===== src/rtl/ipfc_pkg.sv =====
package ipfc_pkg;

    localparam int DIM_W       = 11;
    localparam int PIXEL_W     = 16;
    localparam int BYTE_W      = 8;
    localparam int COUNT_W     = 20;
    localparam int TOTAL_W     = 21;
    localparam int LEN_W       = 22;
    localparam int CFG_IDX_W   = 2;
    localparam int HDR_LEN     = 10;
    localparam int HDR_IDX_W   = 4;
    localparam int QUEUE_DEPTH = 4;

    localparam logic [DIM_W-1:0] DIM_MAX      = DIM_W'(1024);
    localparam logic [DIM_W-1:0] WIDTH_RESET  = DIM_W'(320);
    localparam logic [DIM_W-1:0] HEIGHT_RESET = DIM_W'(240);
    localparam logic [TOTAL_W-1:0] TOTAL_RESET = TOTAL_W'(320 * 240);
    // header plus crc bytes on top of the pixel bytes
    localparam logic [LEN_W-1:0] LEN_OVERHEAD = LEN_W'(HDR_LEN + 2);

    localparam logic [15:0] CRC_POLY = 16'hA001;
    localparam logic [15:0] CRC_INIT = 16'hFFFF;

    localparam logic [BYTE_W-1:0] MAGIC_0   = 8'h59;
    localparam logic [BYTE_W-1:0] MAGIC_1   = 8'h48;
    localparam logic [BYTE_W-1:0] MAGIC_2   = 8'h5A;
    localparam logic [BYTE_W-1:0] MAGIC_3   = 8'h53;
    localparam logic [BYTE_W-1:0] DEV_ADDR  = 8'h00;
    localparam logic [BYTE_W-1:0] CMD_IMAGE = 8'h02;

    localparam logic [CFG_IDX_W-1:0] CFG_FRAME_WIDTH  = CFG_IDX_W'(0);
    localparam logic [CFG_IDX_W-1:0] CFG_FRAME_HEIGHT = CFG_IDX_W'(1);

    localparam logic [HDR_IDX_W-1:0] HDR_LAST = HDR_IDX_W'(HDR_LEN - 1);

    typedef struct packed {
        logic [PIXEL_W-1:0] pixel;
        logic               first;
        logic               last;
        logic [LEN_W-1:0]   len;
    } ipfc_entry_t;

    typedef struct packed {
        logic valid;
        logic full;
    } ipfc_qstat_t;

    typedef enum logic [2:0] {
        ST_START,
        ST_HDR,
        ST_PIX_LO,
        ST_PIX_HI,
        ST_CRC_HI,
        ST_CRC_LO
    } ipfc_state_t;

    function automatic logic [DIM_W-1:0] clamp_dim(input logic [DIM_W-1:0] v);
        logic [DIM_W-1:0] r;
        r = v;
        if (v == '0)
        begin
            r = DIM_W'(1);
        end
        else if (v > DIM_MAX)
        begin
            r = DIM_MAX;
        end
        return r;
    endfunction

    function automatic logic [TOTAL_W-1:0] dim_product(input logic [DIM_W-1:0] a,
                                                       input logic [DIM_W-1:0] b);
        logic [2*DIM_W-1:0] p;
        p = {{DIM_W{1'b0}}, a} * {{DIM_W{1'b0}}, b};
        return p[TOTAL_W-1:0];
    endfunction

    function automatic logic [15:0] crc16_feed(input logic [15:0] crc,
                                               input logic [BYTE_W-1:0] b);
        logic [15:0] c;
        c = crc ^ {8'h00, b};
        for (int i = 0; i < 8; i++)
        begin
            if (c[0])
            begin
                c = (c >> 1) ^ CRC_POLY;
            end
            else
            begin
                c = c >> 1;
            end
        end
        return c;
    endfunction

    function automatic logic [BYTE_W-1:0] hdr_byte(input logic [HDR_IDX_W-1:0] idx,
                                                   input logic [LEN_W-1:0] len);
        logic [31:0]       len32;
        logic [BYTE_W-1:0] b;
        len32 = 32'(len);
        case (idx)
            4'd0:    b = MAGIC_0;
            4'd1:    b = MAGIC_1;
            4'd2:    b = MAGIC_2;
            4'd3:    b = MAGIC_3;
            4'd4:    b = DEV_ADDR;
            4'd5:    b = len32[31:24];
            4'd6:    b = len32[23:16];
            4'd7:    b = len32[15:8];
            4'd8:    b = len32[7:0];
            default: b = CMD_IMAGE;
        endcase
        return b;
    endfunction

endpackage


===== src/rtl/ipfc_front.sv =====
module ipfc_front
    import ipfc_pkg::*;
(
    input  logic                 clk,
    input  logic                 rst_n,
    input  logic                 cfg_valid,
    input  logic [CFG_IDX_W-1:0] cfg_index,
    input  logic [DIM_W-1:0]     cfg_data,
    input  logic                 in_valid,
    output logic                 in_stall,
    input  logic [PIXEL_W-1:0]   pixel,
    input  ipfc_qstat_t          q_stat,
    output logic                 push,
    output ipfc_entry_t          push_entry
);

    logic [DIM_W-1:0]   width_reg, width_next;
    logic [DIM_W-1:0]   height_reg, height_next;
    logic [TOTAL_W-1:0] total_reg, total_next;
    logic [COUNT_W-1:0] count_reg, count_next;
    logic               last;

    // pixel count of the frame is recomputed on each width or height register write
    always_comb
    begin
        width_next  = width_reg;
        height_next = height_reg;
        total_next  = total_reg;
        if (cfg_valid)
        begin
            case (cfg_index)
                CFG_FRAME_WIDTH:
                begin
                    width_next = cfg_data;
                    total_next = dim_product(clamp_dim(cfg_data), clamp_dim(height_reg));
                end
                CFG_FRAME_HEIGHT:
                begin
                    height_next = cfg_data;
                    total_next  = dim_product(clamp_dim(width_reg), clamp_dim(cfg_data));
                end
                default:
                begin
                    total_next = total_reg;
                end
            endcase
        end
    end

    assign in_stall = q_stat.full;
    assign push     = in_valid && !q_stat.full;
    assign last     = (TOTAL_W'(count_reg) + TOTAL_W'(1)) >= total_reg;

    always_comb
    begin
        count_next = count_reg;
        if (push)
        begin
            count_next = last ? '0 : count_reg + COUNT_W'(1);
        end
    end

    always_comb
    begin
        push_entry.pixel = pixel;
        push_entry.first = (count_reg == '0);
        push_entry.last  = last;
        push_entry.len   = {total_reg, 1'b0} + LEN_OVERHEAD;
    end

    always_ff @(posedge clk or negedge rst_n)
    begin
        if (!rst_n)
        begin
            width_reg  <= WIDTH_RESET;
            height_reg <= HEIGHT_RESET;
            total_reg  <= TOTAL_RESET;
            count_reg  <= '0;
        end
        else
        begin
            width_reg  <= width_next;
            height_reg <= height_next;
            total_reg  <= total_next;
            count_reg  <= count_next;
        end
    end

endmodule


===== src/rtl/ipfc_queue.sv =====
module ipfc_queue
    import ipfc_pkg::*;
#(
    parameter int DEPTH = QUEUE_DEPTH
)
(
    input  logic        clk,
    input  logic        rst_n,
    input  logic        push,
    input  ipfc_entry_t push_entry,
    input  logic        pop,
    output ipfc_entry_t head,
    output ipfc_qstat_t q_stat
);

    localparam int PTR_W = (DEPTH > 1) ? $clog2(DEPTH) : 1;
    localparam int CNT_W = $clog2(DEPTH + 1);

    ipfc_entry_t        slot_reg [DEPTH];
    logic [PTR_W-1:0]   wr_ptr_reg, wr_ptr_next;
    logic [PTR_W-1:0]   rd_ptr_reg, rd_ptr_next;
    logic [CNT_W-1:0]   count_reg, count_next;

    function automatic logic [PTR_W-1:0] ptr_inc(input logic [PTR_W-1:0] p);
        return (p == PTR_W'(DEPTH - 1)) ? '0 : p + PTR_W'(1);
    endfunction

    always_comb
    begin
        wr_ptr_next = push ? ptr_inc(wr_ptr_reg) : wr_ptr_reg;
        rd_ptr_next = pop ? ptr_inc(rd_ptr_reg) : rd_ptr_reg;
        count_next  = count_reg;
        if (push && !pop)
        begin
            count_next = count_reg + CNT_W'(1);
        end
        else if (pop && !push)
        begin
            count_next = count_reg - CNT_W'(1);
        end
    end

    assign head         = slot_reg[rd_ptr_reg];
    assign q_stat.valid = (count_reg != '0);
    assign q_stat.full  = (count_reg == CNT_W'(DEPTH));

    always_ff @(posedge clk)
    begin
        if (push)
        begin
            slot_reg[wr_ptr_reg] <= push_entry;
        end
    end

    always_ff @(posedge clk or negedge rst_n)
    begin
        if (!rst_n)
        begin
            wr_ptr_reg <= '0;
            rd_ptr_reg <= '0;
            count_reg  <= '0;
        end
        else
        begin
            wr_ptr_reg <= wr_ptr_next;
            rd_ptr_reg <= rd_ptr_next;
            count_reg  <= count_next;
        end
    end

    a_no_overflow: assert property (@(posedge clk) disable iff (!rst_n)
        count_reg <= CNT_W'(DEPTH))
        else $error("queue count above depth");

    a_no_underflow: assert property (@(posedge clk) disable iff (!rst_n)
        pop |-> count_reg != '0)
        else $error("pop from empty queue");

    a_push_counts: assert property (@(posedge clk) disable iff (!rst_n)
        push && !pop |=> count_reg == $past(count_reg) + CNT_W'(1))
        else $error("push not counted");

endmodule


===== src/rtl/ipfc_back.sv =====
module ipfc_back
    import ipfc_pkg::*;
(
    input  logic               clk,
    input  logic               rst_n,
    input  ipfc_entry_t        head,
    input  ipfc_qstat_t        q_stat,
    output logic               pop,
    output logic               out_valid,
    input  logic               out_stall,
    output logic [BYTE_W-1:0]  out_byte,
    output logic               frame_end
);

    ipfc_state_t          state_reg, state_next;
    logic [HDR_IDX_W-1:0] hdr_cnt_reg, hdr_cnt_next;
    logic [15:0]          crc_reg, crc_next;
    logic                 out_valid_reg, out_valid_next;
    logic [BYTE_W-1:0]    out_byte_reg;
    logic                 frame_end_reg;
    logic                 advance;
    logic [BYTE_W-1:0]    byte_sel;
    logic                 end_sel;
    logic                 feed_crc;

    // one byte leaves per cycle whenever the queue holds a request and the output slot is free
    assign advance = q_stat.valid && (!out_valid_reg || !out_stall);

    // next state
    always_comb
    begin
        state_next   = state_reg;
        hdr_cnt_next = hdr_cnt_reg;
        if (advance)
        begin
            case (state_reg)
                ST_START:
                begin
                    if (head.first)
                    begin
                        state_next   = ST_HDR;
                        hdr_cnt_next = HDR_IDX_W'(1);
                    end
                    else
                    begin
                        state_next = ST_PIX_HI;
                    end
                end
                ST_HDR:
                begin
                    if (hdr_cnt_reg == HDR_LAST)
                    begin
                        state_next   = ST_PIX_LO;
                        hdr_cnt_next = '0;
                    end
                    else
                    begin
                        hdr_cnt_next = hdr_cnt_reg + HDR_IDX_W'(1);
                    end
                end
                ST_PIX_LO: state_next = ST_PIX_HI;
                ST_PIX_HI: state_next = head.last ? ST_CRC_HI : ST_START;
                ST_CRC_HI: state_next = ST_CRC_LO;
                ST_CRC_LO: state_next = ST_START;
                default:   state_next = ST_START;
            endcase
        end
    end

    // outputs
    always_comb
    begin
        byte_sel = head.pixel[7:0];
        end_sel  = 1'b0;
        feed_crc = 1'b1;
        pop      = 1'b0;
        case (state_reg)
            ST_START:
            begin
                byte_sel = head.first ? hdr_byte('0, head.len) : head.pixel[7:0];
            end
            ST_HDR:
            begin
                byte_sel = hdr_byte(hdr_cnt_reg, head.len);
            end
            ST_PIX_LO:
            begin
                byte_sel = head.pixel[7:0];
            end
            ST_PIX_HI:
            begin
                byte_sel = head.pixel[15:8];
                pop      = advance && !head.last;
            end
            ST_CRC_HI:
            begin
                byte_sel = crc_reg[15:8];
                feed_crc = 1'b0;
            end
            ST_CRC_LO:
            begin
                byte_sel = crc_reg[7:0];
                end_sel  = 1'b1;
                feed_crc = 1'b0;
                pop      = advance;
            end
            default:
            begin
                feed_crc = 1'b0;
            end
        endcase

        crc_next = crc_reg;
        if (advance)
        begin
            if (state_reg == ST_CRC_LO)
            begin
                crc_next = CRC_INIT;
            end
            else if (feed_crc)
            begin
                crc_next = crc16_feed(crc_reg, byte_sel);
            end
        end
        out_valid_next = advance || (out_valid_reg && out_stall);
    end

    assign out_valid = out_valid_reg;
    assign out_byte  = out_byte_reg;
    assign frame_end = frame_end_reg;

    always_ff @(posedge clk)
    begin
        if (advance)
        begin
            out_byte_reg  <= byte_sel;
            frame_end_reg <= end_sel;
        end
    end

    always_ff @(posedge clk or negedge rst_n)
    begin
        if (!rst_n)
        begin
            state_reg     <= ST_START;
            hdr_cnt_reg   <= '0;
            crc_reg       <= CRC_INIT;
            out_valid_reg <= 1'b0;
        end
        else
        begin
            state_reg     <= state_next;
            hdr_cnt_reg   <= hdr_cnt_next;
            crc_reg       <= crc_next;
            out_valid_reg <= out_valid_next;
        end
    end

    a_mid_item_held: assert property (@(posedge clk) disable iff (!rst_n)
        state_reg != ST_START |-> q_stat.valid)
        else $error("request left the queue before all its bytes were sent");

    a_hdr_range: assert property (@(posedge clk) disable iff (!rst_n)
        state_reg == ST_HDR |-> hdr_cnt_reg != '0 && hdr_cnt_reg <= HDR_LAST)
        else $error("header index out of range");

    a_end_marked: assert property (@(posedge clk) disable iff (!rst_n)
        advance && state_reg == ST_CRC_LO |=> out_valid_reg && frame_end_reg
            && crc_reg == CRC_INIT)
        else $error("frame end not marked or crc not restarted");

    a_end_only_crc: assert property (@(posedge clk) disable iff (!rst_n)
        advance && state_reg != ST_CRC_LO |=> !frame_end_reg)
        else $error("frame end on a non-final byte");

endmodule


===== src/rtl/image_packet_framer_crc16.sv =====
// image packet framer with crc-16
// - cfg channel (cfg_valid/cfg_ready, cfg_index, cfg_data): index 0 is frame
//   width, index 1 is frame height; other indexes are dropped; always ready
// - input channel (in_valid/in_stall, pixel): one rgb565 pixel per request
// - output channel (out_valid/out_stall, out_byte, frame_end): one packet byte
//   per request; frame_end marks the last crc byte of a packet
// - the first pixel of a frame adds a 10-byte header, every pixel gives two
//   bytes low first, the last pixel adds the two crc bytes high first
// - throughput: one byte per cycle out of the back end while the queue holds a
//   request and the output is not stalled
// - path: an accepted pixel is written into the queue, and the back end then
//   registers each byte of it in the output register that drives out_byte
// - a 4-deep queue separates front end (classify, count) and back end (byte
//   sequencer, crc); in_stall rises only while the queue is full
// - stall on the output holds the byte register; the queue keeps filling
// - reset: size 320x240, crc 0xffff, pixel count zero, queue empty
module image_packet_framer_crc16
    import ipfc_pkg::*;
#(
    parameter int QDEPTH = QUEUE_DEPTH
)
(
    input  logic                 clk,
    input  logic                 rst_n,
    input  logic                 cfg_valid,
    output logic                 cfg_ready,
    input  logic [CFG_IDX_W-1:0] cfg_index,
    input  logic [DIM_W-1:0]     cfg_data,
    input  logic                 in_valid,
    output logic                 in_stall,
    input  logic [PIXEL_W-1:0]   pixel,
    output logic                 out_valid,
    input  logic                 out_stall,
    output logic [BYTE_W-1:0]    out_byte,
    output logic                 frame_end
);

    ipfc_entry_t push_entry;
    ipfc_entry_t head;
    ipfc_qstat_t q_stat;
    logic        push;
    logic        pop;

    // register writes take effect in the next cycle
    assign cfg_ready = 1'b1;

    // front end: size registers, pixel counter, first/last tagging
    ipfc_front u_front (
        .clk        (clk),
        .rst_n      (rst_n),
        .cfg_valid  (cfg_valid),
        .cfg_index  (cfg_index),
        .cfg_data   (cfg_data),
        .in_valid   (in_valid),
        .in_stall   (in_stall),
        .pixel      (pixel),
        .q_stat     (q_stat),
        .push       (push),
        .push_entry (push_entry)
    );

    // decoupling queue between the two halves
    ipfc_queue #(
        .DEPTH (QDEPTH)
    ) u_queue (
        .clk        (clk),
        .rst_n      (rst_n),
        .push       (push),
        .push_entry (push_entry),
        .pop        (pop),
        .head       (head),
        .q_stat     (q_stat)
    );

    // back end: byte sequencer, running crc, output register
    ipfc_back u_back (
        .clk       (clk),
        .rst_n     (rst_n),
        .head      (head),
        .q_stat    (q_stat),
        .pop       (pop),
        .out_valid (out_valid),
        .out_stall (out_stall),
        .out_byte  (out_byte),
        .frame_end (frame_end)
    );

endmodule


===== config.mk =====
export PLATFORM = sky130hd
export DESIGN_NAME = image_packet_framer_crc16
export DESIGN_NICKNAME = d
export VERILOG_FILES = /design/src/rtl/ipfc_pkg.sv /design/src/rtl/ipfc_front.sv /design/src/rtl/ipfc_queue.sv /design/src/rtl/ipfc_back.sv /design/src/rtl/image_packet_framer_crc16.sv
export SDC_FILE = /design/constraint.sdc
export NUM_CORES = 1
export LEC_CHECK = 0
export ABC_AREA = 1
export CORE_ASPECT_RATIO = 0.75
export CORE_MARGIN = 2
export CORE_UTILIZATION = 67
export CTS_BUF_LIST = sky130_fd_sc_hd__clkbuf_4 sky130_fd_sc_hd__clkbuf_8
export CTS_CLUSTER_SIZE = 20
export DETAILED_ROUTE_END_ITERATION = 10
export DONT_BUFFER_PORTS = 1
export PLACE_DENSITY = 0.83
export SLEW_MARGIN = 20
export SYNTH_ARGS = -nofsm -noshare
export SYNTH_HDL_FRONTEND = slang
export SYNTH_SLANG_ARGS = --single-unit

===== constraint.sdc =====
create_clock -name clk -period 6.9 [get_ports clk]
set_input_delay 1.38 -clock clk [delete_from_list [all_inputs] [get_ports clk]]
set_output_delay 1.38 -clock clk [all_outputs]
set_load 0.02 [all_outputs]

==> flow_metrics.tcl, run 1 <==
set metrics [dict create \
    seq_area_frac_synth 0.363 \
    post_dp_cell_area_um2 21300 \
    antennaDiodeCount 0 \
    synthFlopType "edfxtp_1" \
    ant_nets 0 \
    ioPinCount 46 \
    fp-row-count 55 \
    synth_top_cells_by_count "480 x nand2_1, 413 x inv_1, 248 x nor2_1" \
    clock_latency_ps 580 \
    rsz0062_at_grt "no" \
    finalPower_w 0.00796 \
    drc_errors 0 \
    finalWirelength_um 55100 \
    synthTopCellsByArea "edfxtp_1 25%, fa_1 16%, ha_1 8.9%" \
    core_area_um2 29900 \
    cp.required_ps 7410 \
    powerDensity_nw_per_um2 359 \
    synth.largest_area_cell "edfxtp_1" \
    dp_hpwl_um 42100 \
    die_h_um 154 \
    hp-class "in -> async" \
    port_buffers 0 \
    grt_pass1_vias 16600 \
    worstPathArrival_ps 6970 \
    finalHoldViolations 0 \
    setup-violations-final 0 \
    start_util 0.675 \
    clock_path_buffers 3 \
    dr.pass1.iters 6 \
    design_area_um2 22200 \
    cp_max_fo 7 \
    whs_ps 493 \
    cts.htree.levels 2 \
    async_flop_share 0.363 \
    finalCritPeriodShare 0.937 \
    crit_path_start "cfg_data[7]" \
    worstSetupPathType "in -> reg" \
    leakage_nw 10.8 \
    tightest_slew_ps 1170 \
    synth-seq-cells 259 \
    worstReg2RegEnd "u_front.total_reg[17]" \
    cts_hold_buf 0 \
    syn_area_per_cell_um2 8.75 \
    dr_total_vias 16700 \
    cap_violations 0 \
    finalNetCount 2752 \
    grtUsageTotal 0.365 \
    ys_warn_count 0 \
    drtIter0Drc 1782 \
    largest_reg_flops 156 \
    cts_resized 0 \
    gp_congestion 0.987 \
    slew_violations 0 \
    cts_tree "yes" \
    vias_per_cell 5.85 \
    routedWlPerCell_um 19.4 \
    clkSlewWorstSetupHoldPaths_ps 60 \
    crit_path_start_kind "input pin" \
    fill_cells 2188 \
    fmax_mhz 155 \
    outcome "complete, no violations" \
    end_kind "register" \
    drive_gt1_frac 0.115 \
    peakVddDrop_mv 0.234 \
    grt_max_degree 95 \
    synth.most_common_cell "nand2_1" \
    fp.dieW_um 205 \
    ys_types 53 \
    post_cts_buffers 0 \
    die_area_um2 31600 \
    cts-root-buf "clkbuf_8" \
    synth_top_area_share 0.245 \
    overflow 0 \
    endpoint "u_front.total_reg[20]" \
    synth_area_um2 20200 \
    ff2ff_path_depth 30 \
    syn_to_final_growth_pct 9.89 \
    reg2reg_slack_ps 470 \
    max_slew_margin 0.211 \
    r2r-start "u_front.height_reg[7]" \
    syn_nets 2645 \
    finalCriticalPeriod_ps 6460 \
    synthCells 2308 \
    synth_edf_count 165 \
    grt_pass1_wl_um 87900 \
    clock_sinks 259 \
    numCtsBuffers 41 \
    final.setup_skew_ps 21.3 \
    antenna_found_initial 1 \
]
[per-layer routing]
| metal | vias up | track usage | wire [µm] |
|---|---|---|---|
| met5 | - | 0 | 12 |
| met4 | 2 | 0.0769 | 941 |
| met3 | 97 | 0.125 | 7880 |
| met2 | 935 | 0.503 | 22300 |
| met1 | 8025 | 0.560 | 23900 |
| li1 | 7601 | - | - |
[worst min path at each step]
stage	endpoint	cells past startpoint	start	slack, ps
3_5_place_dp	u_front.height_reg[4]	2	u_front.height_reg[4]	490
2_1_floorplan	u_back.crc_reg[3]	2	u_back.crc_reg[11]	460
3_3_place_gp	u_back.crc_reg[5]	2	u_back.crc_reg[13]	490
5_1_grt	u_front.height_reg[1]	0	rst_n	480
6_report	u_front.height_reg[1]	0	rst_n	490
4_1_cts	u_front.width_reg[2]	0	rst_n	470
[cell usage in the layout, fill, tap and decap left out, drive strengths merged, types with 3 or more instances in the layout]
| master | instances |
|---|---|
| nor3 | 17 |
| o21a | 4 |
| edfxtp | 165 |
| a21oi | 86 |
| xor2 | 39 |
| nor4 | 10 |
| o2111ai | 4 |
| nand4 | 22 |
| clkinv | 20 |
| clkbuf | 57 |
| a22oi | 8 |
| fa | 159 |
| buf | 123 |
| o211ai | 3 |
| o21ai | 115 |
| o22ai | 41 |
| nand3 | 113 |
| dfrtp | 68 |
| nor2 | 253 |
| a31oi | 13 |
| ha | 144 |
| inv | 426 |
| dfstp | 26 |
| nand2 | 491 |
| xnor2 | 14 |
| a21o | 4 |
| or2 | 4 |
[critical path, cell delays in order]
cell and delay (ps):
inv_1 40, nand4_1 110, nor2_2 60, a21oi_2 320
nor2_1 150, inv_1 260, buf_4 220, nor2_1 70
fa_1 530, inv_1 60, fa_1 530, inv_1 60
fa_1 530, inv_1 60, fa_1 550, inv_1 50
ha_1 300, ha_1 350, a21oi_1 190, o21ai_0 130
a21oi_1 140, nand2_1 220, a21oi_1 220, o21bai_1 90
a21oi_1 110, o21ai_0 100, a31oi_1 130
[per-stage QoR]
| stage | worst slack (ps) | utilization | setup TNS [ps] | std cells |
|---|---|---|---|---|
| floorplan | 0.890 | - | 0 | 2308 |
| global placement | -92.7 | 0.712 | -207 | 2771 |
| detailed placement | -259 | 0.712 | -1120 | 2771 |
| CTS | 294 | 0.741 | 0 | 2847 |
| global route | 22.1 | 0.742 | 0 | 2847 |
| finish | 435 | 0.742 | 0 | 2847 |
[power breakdown]
part | total [W] | internal [W] | switching, W
Clock | 0.00139 | 0.000736 | 0.000649
Sequential | 0.00250 | 0.00222 | 0.000279
Combinational | 0.00408 | 0.00133 | 0.00275
[final cells by class]
class | instances | area (µm²) | share of cell area
sequential | 259 | 7340 | 0.331
clock inverter | 19 | 149 | 0.00671
tap | 399 | 499 | 0.0225
inverter | 431 | 1620 | 0.0731
clock buffer | 57 | 697 | 0.0314
timing repair buffer | 123 | 923 | 0.0416
multi-input combinational | 1559 | 11000 | 0.494
[cells by family (layout without fill, tap and decap cells)]
family,after synthesis,count (layout),synth area share
compound gates,290,290,0.0808
simple gates,911,911,0.188
buf+inv,490,630,0.0971
mux,1,1,0.000557
other cells,1,1,0.000186
xor+xnor,53,53,0.0230
fa+ha+maj,303,303,0.247
flops,259,259,0.363
No activity file was read; power rests on OpenSTA's default activity.
==> run 2: changes to the inputs <==
ABC_AREA = not set   (was 1)
==> run 2 against run 1 <==
Effect of this change: global-route usage down 3.1 points; fmax up 0.69%; setup slack better by 44 ps; critical path type unchanged; highest routed layer is now met4; largest cell class unchanged; sequential power up 7%.
==> flow_metrics.tcl, run 2 <==
set metrics [dict create \
    final_cell_mix "239 x inv_1, 218 x nand2_1, 183 x nor2_1" \
    synthTopCellsByArea "edfxtp_1 25%, fa_1 16%, ha_1 9.0%" \
    drive_gt1_frac 0.121 \
    finish.utilization 0.730 \
    finalNonFillerCells 2302 \
    final.setup_skew_ps 25.0 \
    cap_violations 0 \
    synth_top_area_share 0.248 \
    worstPathArrival_ps 6870 \
    rsz0062_at_grt "no" \
    worst-path-buf-inv 4 \
    routedWlPerCell_um 21.5 \
    finalCritPeriodShare 0.930 \
    die_h_um 153 \
    met2_usage 0.490 \
    clkPwrFrac 0.164 \
    fill_cells 1931 \
    synth-seq-cells 259 \
    max_slew_margin 0.269 \
    clkSlewWorstSetupHoldPaths_ps 60 \
    gp_congestion 0.951 \
    hold_start "u_queue.count_reg[2]" \
    dr.pass1.iters 6 \
    fp-row-count 54 \
    leakage_nw 9.32 \
    syn_nets 2201 \
    p_comb_frac 0.518 \
    synth.largest_area_cell "edfxtp_1" \
    synthCells 1864 \
    placed_cells 2224 \
    synth.most_common_cell "inv_1" \
    clock_sinks 259 \
    end_kind "register" \
    finalPower_w 0.00843 \
    worstSetupPathType "in -> reg" \
    fin_ws_ps 480 \
    async_flop_share 0.363 \
    antenna_found_initial 0 \
    hp-class "reg -> reg" \
    fp.dieW_um 203 \
    p_int_w 0.00481 \
    synth_edf_count 165 \
    ioPinCount 46 \
    slew_violations 0 \
    final_common_cell "inv_1" \
    port_buffers 0 \
    overflow 0 \
    crit_path_start "cfg_data[1]" \
    dp_hpwl_um 37300 \
    finalCriticalPeriod_ps 6420 \
    finalNetCount 2214 \
    drtIter0Drc 1767 \
    clock_latency_ps 580 \
    vias_per_cell 6.27 \
    antennaDiodeCount 0 \
    finalHoldViolations 0 \
    syn_to_final_growth_pct 6.77 \
    powerDensity_nw_per_um2 396 \
    pre_cts_ws_ps -94.0 \
    switching_share 0.430 \
    finalWirelength_um 49500 \
    grt_util_met1 0.488 \
    synth_area_um2 19900 \
    fmax_mhz 156 \
    crit_path_start_kind "input pin" \
    cts_tree "yes" \
    synth_top_cells_by_count "240 x inv_1, 218 x nand2_1, 183 x nor2_1" \
    grt.met3_usage 0.104 \
    synthFlopType "edfxtp_1" \
    r2r-start "u_front.height_reg[10]" \
    core_area_um2 29200 \
    dr_total_vias 14400 \
    grt_max_degree 95 \
    netSwitchingPower_w 0.00362 \
    numCtsBuffers 41 \
    outcome "complete, no violations" \
    cp_max_fo 5 \
    seq_area_frac_synth 0.368 \
    peakVddDrop_mv 0.597 \
    slowest_stage "fa_1" \
    crit_family "adder cells" \
    cts_hold_buf 0 \
    clock_path_buffers 3 \
    cp.required_ps 7350 \
    grt_most_used_layer "met2" \
    max_stage_delay_ps 550 \
    ant_nets 0 \
    grtUsageTotal 0.334 \
    start_util 0.683 \
    setup-violations-final 0 \
    cts-root-buf "clkbuf_8" \
    die_area_um2 31200 \
    grt_pass1_vias 14900 \
    cts.htree.levels 2 \
    largest_reg_flops 156 \
    tightest_slew_ps 1100 \
    p_seq_frac 0.317 \
    syn_area_per_cell_um2 10.7 \
    grt_pass1_wl_um 80000 \
    drc_errors 0 \
    ys_warn_count 0 \
    ys_types 78 \
]
## run 2: per-layer routing
layer  share of wire  routed length (µm)
met1            0.41               20300
met2            0.44               21600
met3            0.13                6520
met4           0.023                1130
met5               0                   0
## run 2: logic make-up after synthesis
family / synth area share
and+or+nand+nor: 0.131
buffers and inverters: 0.0659
adders and majority gates: 0.250
muxes: 0.0672
AOI/OAI and AO/OA: 0.0745
other: 0.000188
xor gates and xnor gates: 0.0433
DFF: 0.368
## run 2: path summary, 6_finish.rpt
| path | depth (start not counted) | endpoint | slack (ps) |
|---|---|---|---|
| min | 1 | u_queue.count_reg[2] | 480 |
| max in group asynchronous | 0 | u_front.total_reg[16] | 6100 |
| max | 25 | u_front.total_reg[19] | 480 |
| min in group asynchronous | 0 | u_front.height_reg[10] | 510 |
| min reg2reg | 1 | u_queue.count_reg[2] | 480 |
| max reg2reg | 20 | u_front.total_reg[19] | 640 |
## run 2: through the flow
| step | TNS [ps] | cell area, µm² | hold WS [ps] |
|---|---|---|---|
| after CTS | 0 | 21300 | 477 |
| after global placement | 0 | 20400 | 474 |
| after detailed placement | -94.0 | 20400 | 477 |
| final | 0 | 21300 | 484 |
| after floorplan | 0 | 19900 | 456 |
| after global routing | 0 | 21300 | 480 |
## run 2: area by class of cell
| class | instances | area [µm²] | area share |
|---|---|---|---|
| Multi-Input combinational cell | 1286 | 11300 | 0.531 |
| Sequential cell | 259 | 7340 | 0.345 |
| Inverter | 240 | 905 | 0.0425 |
| Clock buffer | 62 | 766 | 0.0360 |
| Tap cell | 392 | 490 | 0.0230 |
| Timing Repair Buffer | 49 | 393 | 0.0184 |
| Clock inverter | 14 | 105 | 0.00493 |
## run 2: power by group through the flow
stage | clock (W) | sequential (W) | combinational, W
after floorplan | 0 | 0.00247 | 0.00335
after global placement | 0 | 0.00265 | 0.00409
after detailed placement | 0 | 0.00269 | 0.00422
after CTS | 0.00139 | 0.00267 | 0.00428
after global routing | 0.00145 | 0.00273 | 0.00480
final | 0.00138 | 0.00268 | 0.00437
## run 2: timing repair
item | CTS | global route
setup endpoints to repair | 0 | 2
gates resized for setup | 0 | 2
setup buffers | 0 | 2
